--- src/rtl/json_chunk_char_classifier_assert.svh ---
// ----------------------------------------------------------------------------
// JSON chunk classifier assertion macros
// Concurrent checks clocked on clk, disabled while rst_n is low.
// ----------------------------------------------------------------------------
`ifndef JSON_CHUNK_CHAR_CLASSIFIER_ASSERT_SVH
`define JSON_CHUNK_CHAR_CLASSIFIER_ASSERT_SVH

// same-cycle implication
`define JCCC_ASSERT_NOW(name, pre, post, msg) \
    name: assert property (@(posedge clk) disable iff (!rst_n) (pre) |-> (post)) \
        else $error(msg);

// next-cycle implication
`define JCCC_ASSERT_NEXT(name, pre, post, msg) \
    name: assert property (@(posedge clk) disable iff (!rst_n) (pre) |=> (post)) \
        else $error(msg);

`endif

--- src/rtl/jccc_pkg.sv ---
`timescale 1ns / 1ps
// ----------------------------------------------------------------------------
// jccc_pkg
// Shared constants and types for the JSON chunk character classifier.
// ----------------------------------------------------------------------------
package jccc_pkg;

    localparam int MAX_LANES   = 8;
    localparam int CHUNK_BYTES = 8;   // active lanes, 1..MAX_LANES
    localparam int COUNT_W     = 32;
    localparam int POP_W       = $clog2(MAX_LANES + 1);
    localparam int QDEPTH      = 2;

    localparam logic [7:0] CHR_LBRACE = 8'h7B;
    localparam logic [7:0] CHR_RBRACE = 8'h7D;
    localparam logic [7:0] CHR_LBRACK = 8'h5B;
    localparam logic [7:0] CHR_RBRACK = 8'h5D;
    localparam logic [7:0] CHR_COLON  = 8'h3A;
    localparam logic [7:0] CHR_COMMA  = 8'h2C;
    localparam logic [7:0] CHR_SPACE  = 8'h20;
    localparam logic [7:0] CHR_TAB    = 8'h09;
    localparam logic [7:0] CHR_LF     = 8'h0A;
    localparam logic [7:0] CHR_CR     = 8'h0D;
    localparam logic [7:0] CHR_QUOTE  = 8'h22;
    localparam logic [7:0] CHR_BSLASH = 8'h5C;

    typedef logic [MAX_LANES-1:0] lane_mask_t;
    typedef logic [COUNT_W-1:0]   count_t;

    typedef struct packed {
        logic structural;
        logic whitespace;
        logic quote;
        logic backslash;
    } lane_class_t;

    typedef struct packed {
        lane_mask_t structural_mask;
        lane_mask_t whitespace_mask;
        lane_mask_t quote_mask;
        lane_mask_t backslash_mask;
        lane_mask_t escaped_quote_mask;
        lane_mask_t real_quote_mask;
        count_t     structural_total;
        count_t     whitespace_total;
        logic       carry_odd;
    } result_t;

endpackage

--- src/rtl/jccc_lane.sv ---
`timescale 1ns / 1ps
// ----------------------------------------------------------------------------
// jccc_lane
// Classifies one text byte: structural, whitespace, quote, backslash.
// ----------------------------------------------------------------------------
module jccc_lane (
    input  logic [7:0]            text_byte,
    output jccc_pkg::lane_class_t lane_class
);
    import jccc_pkg::*;

    always_comb
    begin
        lane_class = '0;
        case (text_byte) inside
            CHR_LBRACE, CHR_RBRACE, CHR_LBRACK, CHR_RBRACK, CHR_COLON, CHR_COMMA:
                lane_class.structural = 1'b1;
            CHR_SPACE, CHR_TAB, CHR_LF, CHR_CR:
                lane_class.whitespace = 1'b1;
            CHR_QUOTE:
                lane_class.quote = 1'b1;
            CHR_BSLASH:
                lane_class.backslash = 1'b1;
            default:
                lane_class = '0;
        endcase
    end

endmodule

--- src/rtl/jccc_merge.sv ---
`timescale 1ns / 1ps
// ----------------------------------------------------------------------------
// jccc_merge
// Combines lane flags: backslash parity chain, escaped quotes, saturating
// totals, and a two-entry result queue toward the output.
// ----------------------------------------------------------------------------
`include "json_chunk_char_classifier_assert.svh"

module jccc_merge (
    input  logic                                           clk,
    input  logic                                           rst_n,
    input  logic                                           in_valid,
    output logic                                           in_ready,
    input  logic                                           first_of_document,
    input  jccc_pkg::lane_class_t [jccc_pkg::MAX_LANES-1:0] lane_class,
    output logic                                           out_valid,
    input  logic                                           out_ready,
    output jccc_pkg::result_t                              result
);
    import jccc_pkg::*;

    logic       parity_reg,  parity_next;
    count_t     structural_count_reg, structural_count_next;
    count_t     whitespace_count_reg, whitespace_count_next;
    logic [1:0] fill_reg, fill_next;
    logic       wr_ptr_reg, rd_ptr_reg;
    result_t    queue_mem [QDEPTH];

    logic       in_fire, out_fire;
    logic       par;
    lane_mask_t smask, wmask, qmask, bmask, emask;
    logic [POP_W-1:0] s_inc, w_inc;
    count_t     base_s, base_w;
    logic [COUNT_W:0] s_sum, w_sum;
    result_t    res_next;

    assign in_fire  = in_valid && in_ready;
    assign out_fire = out_valid && out_ready;
    assign in_ready  = (fill_reg != 2'(QDEPTH));
    assign out_valid = (fill_reg != 2'd0);
    assign result    = queue_mem[rd_ptr_reg];

    // parity of the open backslash run ripples lane to lane
    always_comb
    begin
        par   = first_of_document ? 1'b0 : parity_reg;
        smask = '0;
        wmask = '0;
        qmask = '0;
        bmask = '0;
        emask = '0;
        s_inc = '0;
        w_inc = '0;
        for (int i = 0; i < MAX_LANES; i++)
        begin
            if (i < CHUNK_BYTES)
            begin
                smask[i] = lane_class[i].structural;
                wmask[i] = lane_class[i].whitespace;
                qmask[i] = lane_class[i].quote;
                bmask[i] = lane_class[i].backslash;
                s_inc    = s_inc + POP_W'(lane_class[i].structural);
                w_inc    = w_inc + POP_W'(lane_class[i].whitespace);
                if (lane_class[i].backslash)
                begin
                    par = ~par;
                end
                else
                begin
                    emask[i] = lane_class[i].quote & par;
                    par      = 1'b0;
                end
            end
        end
        parity_next = par;
    end

    assign base_s = first_of_document ? '0 : structural_count_reg;
    assign base_w = first_of_document ? '0 : whitespace_count_reg;
    assign s_sum  = {1'b0, base_s} + (COUNT_W + 1)'(s_inc);
    assign w_sum  = {1'b0, base_w} + (COUNT_W + 1)'(w_inc);
    assign structural_count_next = s_sum[COUNT_W] ? '1 : s_sum[COUNT_W-1:0];
    assign whitespace_count_next = w_sum[COUNT_W] ? '1 : w_sum[COUNT_W-1:0];

    always_comb
    begin
        res_next.structural_mask    = smask;
        res_next.whitespace_mask    = wmask;
        res_next.quote_mask         = qmask;
        res_next.backslash_mask     = bmask;
        res_next.escaped_quote_mask = emask;
        res_next.real_quote_mask    = qmask & ~emask;
        res_next.structural_total   = structural_count_next;
        res_next.whitespace_total   = whitespace_count_next;
        res_next.carry_odd          = parity_next;
    end

    always_comb
    begin
        case ({in_fire, out_fire})
            2'b10:   fill_next = fill_reg + 2'd1;
            2'b01:   fill_next = fill_reg - 2'd1;
            default: fill_next = fill_reg;
        endcase
    end

    always_ff @(posedge clk or negedge rst_n)
    begin
        if (!rst_n)
        begin
            parity_reg           <= 1'b0;
            structural_count_reg <= '0;
            whitespace_count_reg <= '0;
            fill_reg             <= 2'd0;
            wr_ptr_reg           <= 1'b0;
            rd_ptr_reg           <= 1'b0;
        end
        else
        begin
            fill_reg <= fill_next;
            if (in_fire)
            begin
                parity_reg           <= parity_next;
                structural_count_reg <= structural_count_next;
                whitespace_count_reg <= whitespace_count_next;
                wr_ptr_reg           <= ~wr_ptr_reg;
            end
            if (out_fire)
            begin
                rd_ptr_reg <= ~rd_ptr_reg;
            end
        end
    end

    always_ff @(posedge clk)
    begin
        if (in_fire)
        begin
            queue_mem[wr_ptr_reg] <= res_next;
        end
    end

    `JCCC_ASSERT_NOW(a_quote_split, out_valid,
        ((result.real_quote_mask & result.escaped_quote_mask) == '0) &&
        ((result.real_quote_mask | result.escaped_quote_mask) == result.quote_mask),
        "real and escaped quotes do not partition the quote mask")
    `JCCC_ASSERT_NEXT(a_parity_clear, in_fire && (bmask == '0), parity_reg == 1'b0,
        "backslash parity set after an item with no backslash")
    `JCCC_ASSERT_NEXT(a_totals_grow, in_fire && !first_of_document,
        (structural_count_reg >= $past(structural_count_reg)) &&
        (whitespace_count_reg >= $past(whitespace_count_reg)),
        "running total decreased within a document")
    `JCCC_ASSERT_NOW(a_full_stall, !in_ready, out_valid,
        "input stalled while result queue is empty")

endmodule

--- src/rtl/json_chunk_char_classifier.sv ---
`timescale 1ns / 1ps
// ----------------------------------------------------------------------------
// json_chunk_char_classifier
// Classifies an 8-byte JSON text chunk per lane and tracks escapes and totals.
// ----------------------------------------------------------------------------
// Each accepted result is registered in the result queue before it is output.
// Throughput: one item per cycle while the queue has room; backslash parity
//   and totals form combinationally: lane parity chain, 33-bit saturating add.
// A two-entry result queue keeps input open while one result waits.
// Reset (rst_n low, async) clears parity, both totals and the result queue.
module json_chunk_char_classifier (
    input  logic        clk,
    input  logic        rst_n,
    input  logic        in_valid,
    output logic        in_ready,
    input  logic [63:0] chunk_bytes,
    input  logic        first_of_document,
    output logic        out_valid,
    input  logic        out_ready,
    output logic [7:0]  structural_mask,
    output logic [7:0]  whitespace_mask,
    output logic [7:0]  quote_mask,
    output logic [7:0]  backslash_mask,
    output logic [7:0]  escaped_quote_mask,
    output logic [7:0]  real_quote_mask,
    output logic [31:0] structural_total,
    output logic [31:0] whitespace_total,
    output logic        carry_odd
);
    import jccc_pkg::*;

    lane_class_t [MAX_LANES-1:0] lane_class;
    result_t                     result;

    for (genvar i = 0; i < MAX_LANES; i++)
    begin : g_lane
        jccc_lane u_lane (
            .text_byte  (chunk_bytes[8*i +: 8]),
            .lane_class (lane_class[i])
        );
    end

    jccc_merge u_merge (
        .clk               (clk),
        .rst_n             (rst_n),
        .in_valid          (in_valid),
        .in_ready          (in_ready),
        .first_of_document (first_of_document),
        .lane_class        (lane_class),
        .out_valid         (out_valid),
        .out_ready         (out_ready),
        .result            (result)
    );

    assign structural_mask    = result.structural_mask;
    assign whitespace_mask    = result.whitespace_mask;
    assign quote_mask         = result.quote_mask;
    assign backslash_mask     = result.backslash_mask;
    assign escaped_quote_mask = result.escaped_quote_mask;
    assign real_quote_mask    = result.real_quote_mask;
    assign structural_total   = result.structural_total;
    assign whitespace_total   = result.whitespace_total;
    assign carry_odd          = result.carry_odd;

endmodule

--- config.mk ---
export PLATFORM = sky130hd
export DESIGN_NAME = json_chunk_char_classifier
export DESIGN_NICKNAME = d
export VERILOG_FILES = /design/src/rtl/jccc_pkg.sv /design/src/rtl/jccc_lane.sv /design/src/rtl/jccc_merge.sv /design/src/rtl/json_chunk_char_classifier.sv
export VERILOG_INCLUDE_DIRS = /design/src /design/src/rtl
export SDC_FILE = /design/constraint.sdc
export NUM_CORES = 1
export LEC_CHECK = 0
export BUFFER_PORTS_ARGS = -buffer_cell sky130_fd_sc_hd__clkbuf_2
export CAP_MARGIN = 20
export CORE_MARGIN = 2
export CORE_UTILIZATION = 64
export CTS_CLUSTER_SIZE = 8
export DETAILED_ROUTE_END_ITERATION = 10
export PLACE_DENSITY = 0.87
export SLEW_MARGIN = 15
export SYNTH_ARGS = -nofsm -noshare
export SYNTH_HDL_FRONTEND = slang
export SYNTH_SLANG_ARGS = --single-unit
--- constraint.sdc ---
create_clock -name clk -period 15.57 [get_ports clk]
set_input_delay 4.671 -clock clk [delete_from_list [all_inputs] [get_ports clk]]
set_output_delay 4.671 -clock clk [all_outputs]
set_load 0.02 [all_outputs]
-- Yosys cells after proc, flatten, opt, wreduce, memory -nomap -nowiden
Memory sizes are Yosys's and may differ from the RTL's.
Cells that the tools add are included.
Widths: inputs -> output; s select.
- register bits: 69
- memory bits (writable): 226
- input bits: 69
- output and inout bits: 115
- logic and storage cells: 268
- memories kept: 1
- memory list (memory ; depth ; bits a word ; read ports ; clocked after Yosys merged registers in ; wr ports ; RTL line ; source):
    u_merge.queue_mem ; 2 ; 113 ; 1 ; 0 ; 1 ; jccc_merge.sv:27 ; result_t queue_mem [QDEPTH];
- $add $sub $neg: 18
- equal/unequal tests: 99
- mux-type cells: 104
- bitwise operators: 20
- reduce and logical (&&, ||, !) cells: 20
- operator list (cell ; count):
    $eq 8x7->1 const B ; 40
    $eq 8x6->1 const B ; 32
    $eq 8x4->1 const B ; 24
    $mux 32 ; 4
    $mux 1 ; 99
    $add 32x4->33 ; 2
    $add 4x1->4 ; 12
    $reduce_or 6->1 ; 8
    $reduce_or 4->1 ; 8
    $not 1->1 ; 10
    $and 1x1->1 ; 8
    $and 8x8->8 ; 1
    $not 8->8 ; 1
    $add 1x1->2 ; 2
    $pmux 2 s2 ; 1
    $reduce_bool 2->1 ; 2
    $add 2x1->2 const B ; 1
    $eq 2x1->1 const B ; 1
    $eq 2x2->1 const B ; 1
    $logic_and 1x1->1 ; 2
    $ne 2x2->1 const B ; 1
    $sub 2x1->2 const B ; 1

-- Longest topological paths before layout
Gate-level depths: netlist of run 1.
- word-level depth: 22
- gate-level depth with buffers: 22
- mapped depth without buffers: 19

-- Hierarchy
From an unflattened synthesis of run 1, not the netlist that was laid out.
- cells, all modules: 1274
- area, all modules: 15227.1 µm²
- by module, submodules not included (module ; times used ; cells an instance ; area an instance (µm²)):
    jccc_merge ; 1 ; 1114 ; 14086.0
    jccc_lane ; 8 ; 20 ; 142.6

-- Least setup slack after synthesis of run 1
No wires, ideal clock.
- kind: input to register
- from: input port in_valid
- to: memory u_merge.queue_mem[0][0] (netlist name), enable pin
- library setup time: 0.587 ns
- data arrival time: 10.392 ns
- data required time: 14.983 ns
- path slack: 4.591 ns
- stages: 7
- buffers on the path: 3
- cell sequence: inv_1 > nor2_1 > inv_1 > clkbuf_1 > clkbuf_1 > buf_1 > nor2_1
- word-level cells in the longest chain between the ends: 3
- ends and longest elaborated chain (item ; RTL line ; source):
    from (decl) ; json_chunk_char_classifier.sv:14 ; input logic in_valid,
    $logic_and 1x1->1 ; jccc_merge.sv:37 ; assign in_fire = in_valid && in_ready;
    $mux 1 ; jccc_merge.sv:137 ; if (in_fire)
    $mux 1 (implied by the code) ; jccc_merge.sv:139 ; queue_mem[wr_ptr_reg] <= res_next;
    to (decl) ; jccc_merge.sv:27 ;
Every way passes these cells.

==> results of run 1 <==
==> per-layer routing <==
layer / routed length (um) / share of wire / vias up
met4: 1110 / 0.030 / 0
met2: 18200 / 0.49 / 585
li1: - / - / 5404
met5: 0 / 0 / -
met3: 2640 / 0.071 / 90
met1: 15100 / 0.41 / 5703
==> stage by stage <==
step	instance area (um2)	total power (W)	utilization	setup slack, ps
3_3_place_gp	16600	0.00194	0.703	4760
4_1_cts	17800	0.00281	0.754	5030
6_report	17800	0.00280	0.754	5000
2_1_floorplan	15400	0.00171	-	4590
3_5_place_dp	16600	0.00197	0.703	4540
5_1_grt	17800	0.00291	0.754	4500
==> worst register-to-register path, stage by stage (launching register included) <==
cell and delay (ps):
dfrtp_1 390, nor2b_1 150, ha_1 390, a211oi_1 140, or3_1 610, or4_1 580, or4_1 930, o21ai_0 290
==> placed cells by master, fill, tap and decap left out, types with 26 or more instances in the layout <==
cell / instances
inv_1: 37
o21ai_0: 49
nand2b_1: 28
clkbuf_1: 32
nor2_1: 80
nand4_1: 30
mux2_2: 121
edfxtp_1: 226
a21oi_1: 46
nand2_1: 116
nor4_1: 33
xnor2_1: 27
clkbuf_16: 43
nand3_1: 52
clkbuf_2: 181
dfrtp_1: 68
nor3_1: 43
nor2b_1: 26
==> layout make-up <==
class | instances | area (um2)
tap | 319 | 399
sequential | 295 | 8520
timing repair buffer | 197 | 1030
inverter | 39 | 146
fill | 1564 | 5800
clock buffer | 75 | 1200
multi-input combinational | 942 | 6510
clock inverter | 1 | 8.76
==> worst max-delay path by stage <==
| stage | end | slack [ps] | depth (start not counted) |
|---|---|---|---|
| after floorplan | u_merge.queue_mem[0][0] | 4590 | 7 |
| after global placement | u_merge.queue_mem[0][40] | 4760 | 20 |
| after detailed placement | u_merge.queue_mem[1][41] | 4540 | 19 |
| after CTS | u_merge.queue_mem[0][59] | 5030 | 20 |
| after global routing | u_merge.queue_mem[1][41] | 4500 | 19 |
| final | u_merge.queue_mem[0][41] | 5000 | 19 |
==> power by group <==
group	switching [W]	internal (W)	leakage, nW
Sequential	0.0000704	0.00105	3.04
Clock	0.000325	0.000514	0.572
Combinational	0.000526	0.000309	3.44
Total	0.000922	0.00188	7.04
==> cell families (layout without fill, tap and decap cells) <==
| family | count (synthesis) | in the layout | share of synthesized area |
|---|---|---|---|
| flip-flops | 295 | 295 | 0.551 |
| AO/OA/AOI/OAI | 185 | 185 | 0.0763 |
| XOR/XNOR | 45 | 45 | 0.0255 |
| adder cells (fa/ha/maj) | 25 | 25 | 0.0251 |
| AND/OR/NAND/NOR | 548 | 548 | 0.194 |
| multiplexers | 139 | 139 | 0.0999 |
| buffers and inverters | 111 | 312 | 0.0281 |
==> impl_results.md, run 1 <==
- Port Buffers: 183
- Worst R2R Setup Slack: 11920 ps
- RR Startpoint: u_merge.structural_count_reg[2]
- Num CTS Buffers: 42
- TritonRoute pass-1 iters: 5
- Dominant cell by count in the synthesized netlist: edfxtp_1
- Die Height: ~160 um
- Post-synth EDFFs: 226
- Crit end category: register
- Area contributors post-synth: edfxtp_1, dfrtp_1, mux2_2
- Flops & latches, synth: ~300
- Synthesized net count: 1442
- Vias/cell: 6.31
- CP startpoint: chunk_bytes[8]
- Die X: between 150 and 200 um
- Syn. warnings: 0
- Initial drt markers: between 1000 and 1500
- CP Cell Sequence: clkbuf_2, nor2_1, nand3_1, o21ai_0, a32oi_1, nor3b_1, ha_1, fa_1, inv_1, fa_1, fa_1, inv_1, fa_1, fa_1, a211oi_1, or3_1, or4_1, or4_1, o21ai_0
- Post-synthesis sequential area ratio: 0.551
- Max Slew Vio Count: 0
- Syn Area/Cell: between 10 and 15 um2
- Tcrit/Tclk final: 0.679
- Core area: 0.0236 mm2
- Non-Filler Instances: 1868
- CTS Hold Buffers Added: 0
- Vias in the first global route: 11500
- Least-Margin Pin Slew: 1090 ps
- Antenna viol nets, final: 0
- DR WL/cell: 19.8 um
- Clock sink count: 295
- Hold Fails Final Rpt: 0
- WHS Endpoint: u_merge.fill_reg[1]
- Commonest cells in the netlist: edfxtp_1, mux2_2, nand2_1, nor2_1, dfrtp_1
- Clock latency on the worst-skew pair: 530 ps
- CTS resizes: 0
- GRT Residual Overflow: 0
- Distinct cells, synth: 70
- Initial antenna violation count: 0
- Clock Tree Buf Depth: 3
- Post-route DRC: 0
- M1 GR Usage: 0.381
- Die area: ~0.025 mm2
- Crit-path slowest cell: or4_1
- Final wirelength: approximately 37000 um
- LEAKAGE: 7.04 nW
- RSZ-0062 raised after global routing: no
- Worst-path clk slew: approximately 50 ps
- Cells after Synth: 1348
- Final Wtd Congestion: 0.902
- Post-Syn Area: 0.0154 mm2
- Setup CP Type: in -> reg
- Hold Crit Class: reg -> reg
- Total number of vias: 11800
- CP top delay family: adder cells
- CP Launch Type: input port
- First-pass GRT wire length: 58900 um
- Clock Tree Root: clkbuf_16
- Final setup fails: 0
- Layout area overhead: 15.4%
- Worst-path maximum fanout: 24
- VDD IR max: about 110 uV
- Setup TNS: 0 ps
- WP data required: 15780 ps
- # Post-CTS Setup Buffers: 0
- Top-area cell type share of the netlist area: 0.440
- HP Start: u_merge.fill_reg[1]
- Largest register FFs: between 200 and 250
- Most used DFF post-synth: edfxtp_1
- Post-layout min period: 10570 ps
- Crit path buf inv count: 3
- Initial core utilization: 0.654
- Hold path depth: 1
- Max-Slew Margin vs Limit: 0.272
- Placed Cells: roughly 1800
- Gr busiest metal: met2
- GRT Total Usage: 0.287
- Outcome: finished, final reports clean
- Max Clk Rate: 94.6 MHz
- Biggest area consumer among synthesized cells: edfxtp_1
- WHS: approximately 500 ps
- Worst R2R End: u_merge.queue_mem[0][41]
- Post-synth ARST share: 0.234
- CTS H-tree lvls: 2
- Met3 Resource Use GR: 0.0383
- Met2 usage: 0.489
- R2r worst-path depth: 7
- CTS tree: yes
- Final HPWL DP: 23500 um
- # rows: 56
- Worst Skew: 14.3 ps
- Boundary pin count: 184
- Most used cell, CP: fa_1
- Fraction of layout cells with a size suffix above 1: 0.252
- Slowest cell delay on critical path: 720 ps
- Diode count: 0
- Worst EP arrival: 10770 ps
- Largest net degree at the start of global routing: 93
- Max-cap violation count: 0
- Total Nets Final: roughly 1600
- Pwr/cell area: 157 mW/mm2
Note: power is estimated with default switching activity, not from simulation.
==> run 2, diff against run 1 <==
--- a/config.mk
+++ b/config.mk
@@ -9,10 +9,10 @@
 export BUFFER_PORTS_ARGS = -buffer_cell sky130_fd_sc_hd__clkbuf_2
 export CAP_MARGIN = 20
 export CORE_MARGIN = 2
-export CORE_UTILIZATION = 64
+export CORE_UTILIZATION = 59
 export CTS_CLUSTER_SIZE = 8
 export DETAILED_ROUTE_END_ITERATION = 10
-export PLACE_DENSITY = 0.87
+export PLACE_DENSITY = 0.81
 export SLEW_MARGIN = 15
 export SYNTH_ARGS = -nofsm -noshare
 export SYNTH_HDL_FRONTEND = slang
==> constraint.sdc (replaced) <==
create_clock -name clk -period 10.21 [get_ports clk]
set_input_delay 3.063 -clock clk [delete_from_list [all_inputs] [get_ports clk]]
set_output_delay 3.063 -clock clk [all_outputs]
set_load 0.02 [all_outputs]
==> impl_results.md, run 2 (synthesis results as in run 1) <==
- Outcome: finished, final reports clean (unchanged)
- Clock latency on the worst-skew pair: 530 ps (about the same)
- Largest net degree at the start of global routing: 93 (unchanged)
- WP depth: 21 (was 19)
- Crit path buf inv count: 4 (was 3)
- Worst-path clk slew: 50 ps (about the same)
- Clock Tree Buf Depth: 3 (unchanged)
- GRT Total Usage: 0.259 (was 0.287)
- Post-layout min period: 8780 ps
- Max Clk Rate: ~110 MHz
- Worst EP arrival: 9120 ps (was 10770 ps)
- Clock power frac: 0.302 (was 0.300)
- Final wirelength: 36100 um (was 37100 um)
- CP top delay family: simple AND/OR/NAND/NOR gates (was adder cells)
- DR WL/cell: 19.2 um (was 19.8 um)
- Vias in the first global route: 11400 (was 11500)
- Port Buffers: 183 (unchanged)
- GRT Residual Overflow: 0 (unchanged)
- Max-Slew Margin vs Limit: 0.289 (was 0.272)
- Max-cap violation count: 0 (unchanged)
- Fraction of layout cells with a size suffix above 1: 0.253 (was 0.252)
- Worst Skew: 12.9 ps (was 14.3 ps)
- Comb power frac: 0.295 (was 0.299)
- Final HPWL DP: 23600 um (was 23500 um)
- Setup crit end: u_merge.queue_mem[1][40] (was u_merge.queue_mem[0][41])
- VDD IR max: 138 uV (was 108 uV)
- # rows: 59 (was 56)
- # Post-CTS Setup Buffers: 0 (unchanged)
- CP Cell Sequence: clkbuf_2, nor2_1, nand3_1, o21ai_0, a32oi_1, nor3b_1, ha_1, fa_1, inv_1, fa_1, fa_1, inv_1, fa_1, xor2_1, ha_1, a211oi_1, or3_1, buf_4, or4_1, or4_1, o21ai_0 (was clkbuf_2, nor2_1, nand3_1, o21ai_0, a32oi_1, nor3b_1, ha_1, fa_1, inv_1, fa_1, fa_1, inv_1, fa_1, fa_1, a211oi_1, or3_1, or4_1, or4_1, o21ai_0)
- Seq pwr share: 0.403 (was 0.401)
- Worst-path maximum fanout: 24 (unchanged)
- Setup CP Type: in -> reg (unchanged)
- Largest register FFs: 226 (unchanged)
- RSZ-0062 raised after global routing: no (unchanged)
- Boundary pin count: 184 (unchanged)
- R2r worst-path depth: 9 (was 7)
- Max Slew Vio Count: 0 (unchanged)
- First-pass GRT wire length: 58400 um (was 58900 um)
- Pint: 0.00286 W (was 0.00188 W)
- Crit-path slowest cell: or4_1 (unchanged)
- Diode count: 0 (unchanged)
- Antenna viol nets, final: 0 (unchanged)
- Total Nets Final: 1612 (was 1611)
- Setup TNS: 0 ps (unchanged)
- Layout area overhead: 15.6% (was 15.4%)
- Num CTS Buffers: 42 (unchanged)
- Most used cell, CP: fa_1 (unchanged)
- Initial drt markers: 1070 (was 1306)
- Clock Tree Root: clkbuf_16 (unchanged)
- TritonRoute pass-1 iters: 6 (was 5)
- Hold Fails Final Rpt: 0 (unchanged)
- WP data required: 10550 ps (was 15780 ps)
- Post-route DRC: 0 (unchanged)
- Worst R2R End: u_merge.queue_mem[1][40] (was u_merge.queue_mem[0][41])
- Crit end category: register (unchanged)
- Tcrit/Tclk final: 0.860
- Clock sink count: 295 (unchanged)
- CTS resizes: 0 (unchanged)
- Die area: 0.0275 mm2 (was 0.0254 mm2)
- Core area: 0.0259 mm2 (was 0.0236 mm2)
- Non-Filler Instances: 1886 (was 1868)
- CTS Hold Buffers Added: 0 (unchanged)
- Die X: 166 um (was 159 um)
- Number of fill cells in the layout: 1864 (was 1564)
- Most common cell after layout, fill and taps aside: edfxtp_1 (unchanged)
- Pwr/cell area: 239 mW/mm2 (was 157 mW/mm2)
- Least-Margin Pin Slew: 1070 ps (was 1090 ps)
- Total number of vias: 11700 (was 11800)
- RR Startpoint: u_merge.structural_count_reg[0] (was u_merge.structural_count_reg[2])
- Worst R2R Setup Slack: 6720 ps (was 11920 ps)
- CTS tree: yes (unchanged)
- Vias/cell: 6.18 (was 6.31)
- Final setup fails: 0 (unchanged)
- Final Wtd Congestion: 0.908 (was 0.902)
- CP Launch Type: input port (unchanged)
- LEAKAGE: 7.05 nW (was 7.04 nW)
- P_sw: 0.00140 W (was 0.000922 W)
- Die Height: 166 um (was 159 um)
- Sw frac: 0.329 (about the same)
- Initial core utilization: 0.596 (was 0.654)
- Slowest cell delay on critical path: 940 ps (was 720 ps)
- Initial antenna violation count: 0 (unchanged)
- CTS H-tree lvls: 2 (unchanged)
- CP startpoint: chunk_bytes[8] (unchanged)
- Hold Crit Class: reg -> reg (unchanged)
- Most frequent cells in the layout: edfxtp_1, clkbuf_2, mux2_2 (unchanged)
- Placed Cells: 1808 (was 1791)
- WHS: 477 ps (was 495 ps)
run 2: cell count changes in the layout (fill, tap and decap cells not counted):
cell	before	now
buf_4	13	14
nor4_1	33	34
buf_12	1	0
clkbuf_2	181	182
nor4_2	1	0
inv_16	0	1
run 2: layer usage:
layer  GRT usage  up-vias  wire length, um
met4      0.0790        0              820
li1            -     5407                -
met1       0.352     5718            15300
met3      0.0419       65             2400
met2       0.433      470            17600
met5           0        -                0
run 2: cell type report:
| cell class | count | area, um2 | area share |
|---|---|---|---|
| clock inverter | 2 | 28.8 | 0.00161 |
| inverter | 39 | 146 | 0.00821 |
| sequential | 295 | 8520 | 0.477 |
| multi-input combinational | 942 | 6510 | 0.365 |
| timing repair buffer | 198 | 1030 | 0.0575 |
| clock buffer | 75 | 1200 | 0.0670 |
| tap | 335 | 419 | 0.0235 |
run 2: worst register-to-register path: cells and delay by family (launching register included):
kind / cells / cell delay, ps
and+or+nand+nor: 4 / 1940
DFF: 1 / 330
AOI/OAI and AO/OA: 2 / 420
buffers and inverters: 1 / 190
adders and majority gates: 2 / 430
run 2: worst min-delay path by stage:
stage,from,to,slack (ps),depth (start not counted)
global placement,u_merge.fill_reg[1],u_merge.fill_reg[1],470,1
detailed placement,u_merge.fill_reg[1],u_merge.fill_reg[1],470,1
global route,u_merge.structural_count_reg[0],u_merge.structural_count_reg[0],510,1
CTS,u_merge.fill_reg[1],u_merge.fill_reg[1],480,1
floorplan,u_merge.fill_reg[1],u_merge.fill_reg[1],450,1
finish,u_merge.fill_reg[1],u_merge.fill_reg[1],480,1
run 2: through the flow:
stage,setup slack (ps),total power (W),utilization,instance area [um2]
2_1_floorplan,839,0.00260,-,15400
3_3_place_gp,1070,0.00298,0.641,16600
3_5_place_dp,895,0.00300,0.641,16600
4_1_cts,1430,0.00430,0.688,17800
5_1_grt,864,0.00445,0.689,17800
6_report,1430,0.00426,0.689,17800
run 2: power groups by stage:
| stage | combinational [W] | clock, W | sequential [W] |
|---|---|---|---|
| floorplan | 0.000905 | 0 | 0.00170 |
| global placement | 0.00125 | 0 | 0.00172 |
| detailed placement | 0.00126 | 0 | 0.00174 |
| CTS | 0.00127 | 0.00131 | 0.00172 |
| global route | 0.00134 | 0.00136 | 0.00174 |
| finish | 0.00126 | 0.00129 | 0.00172 |
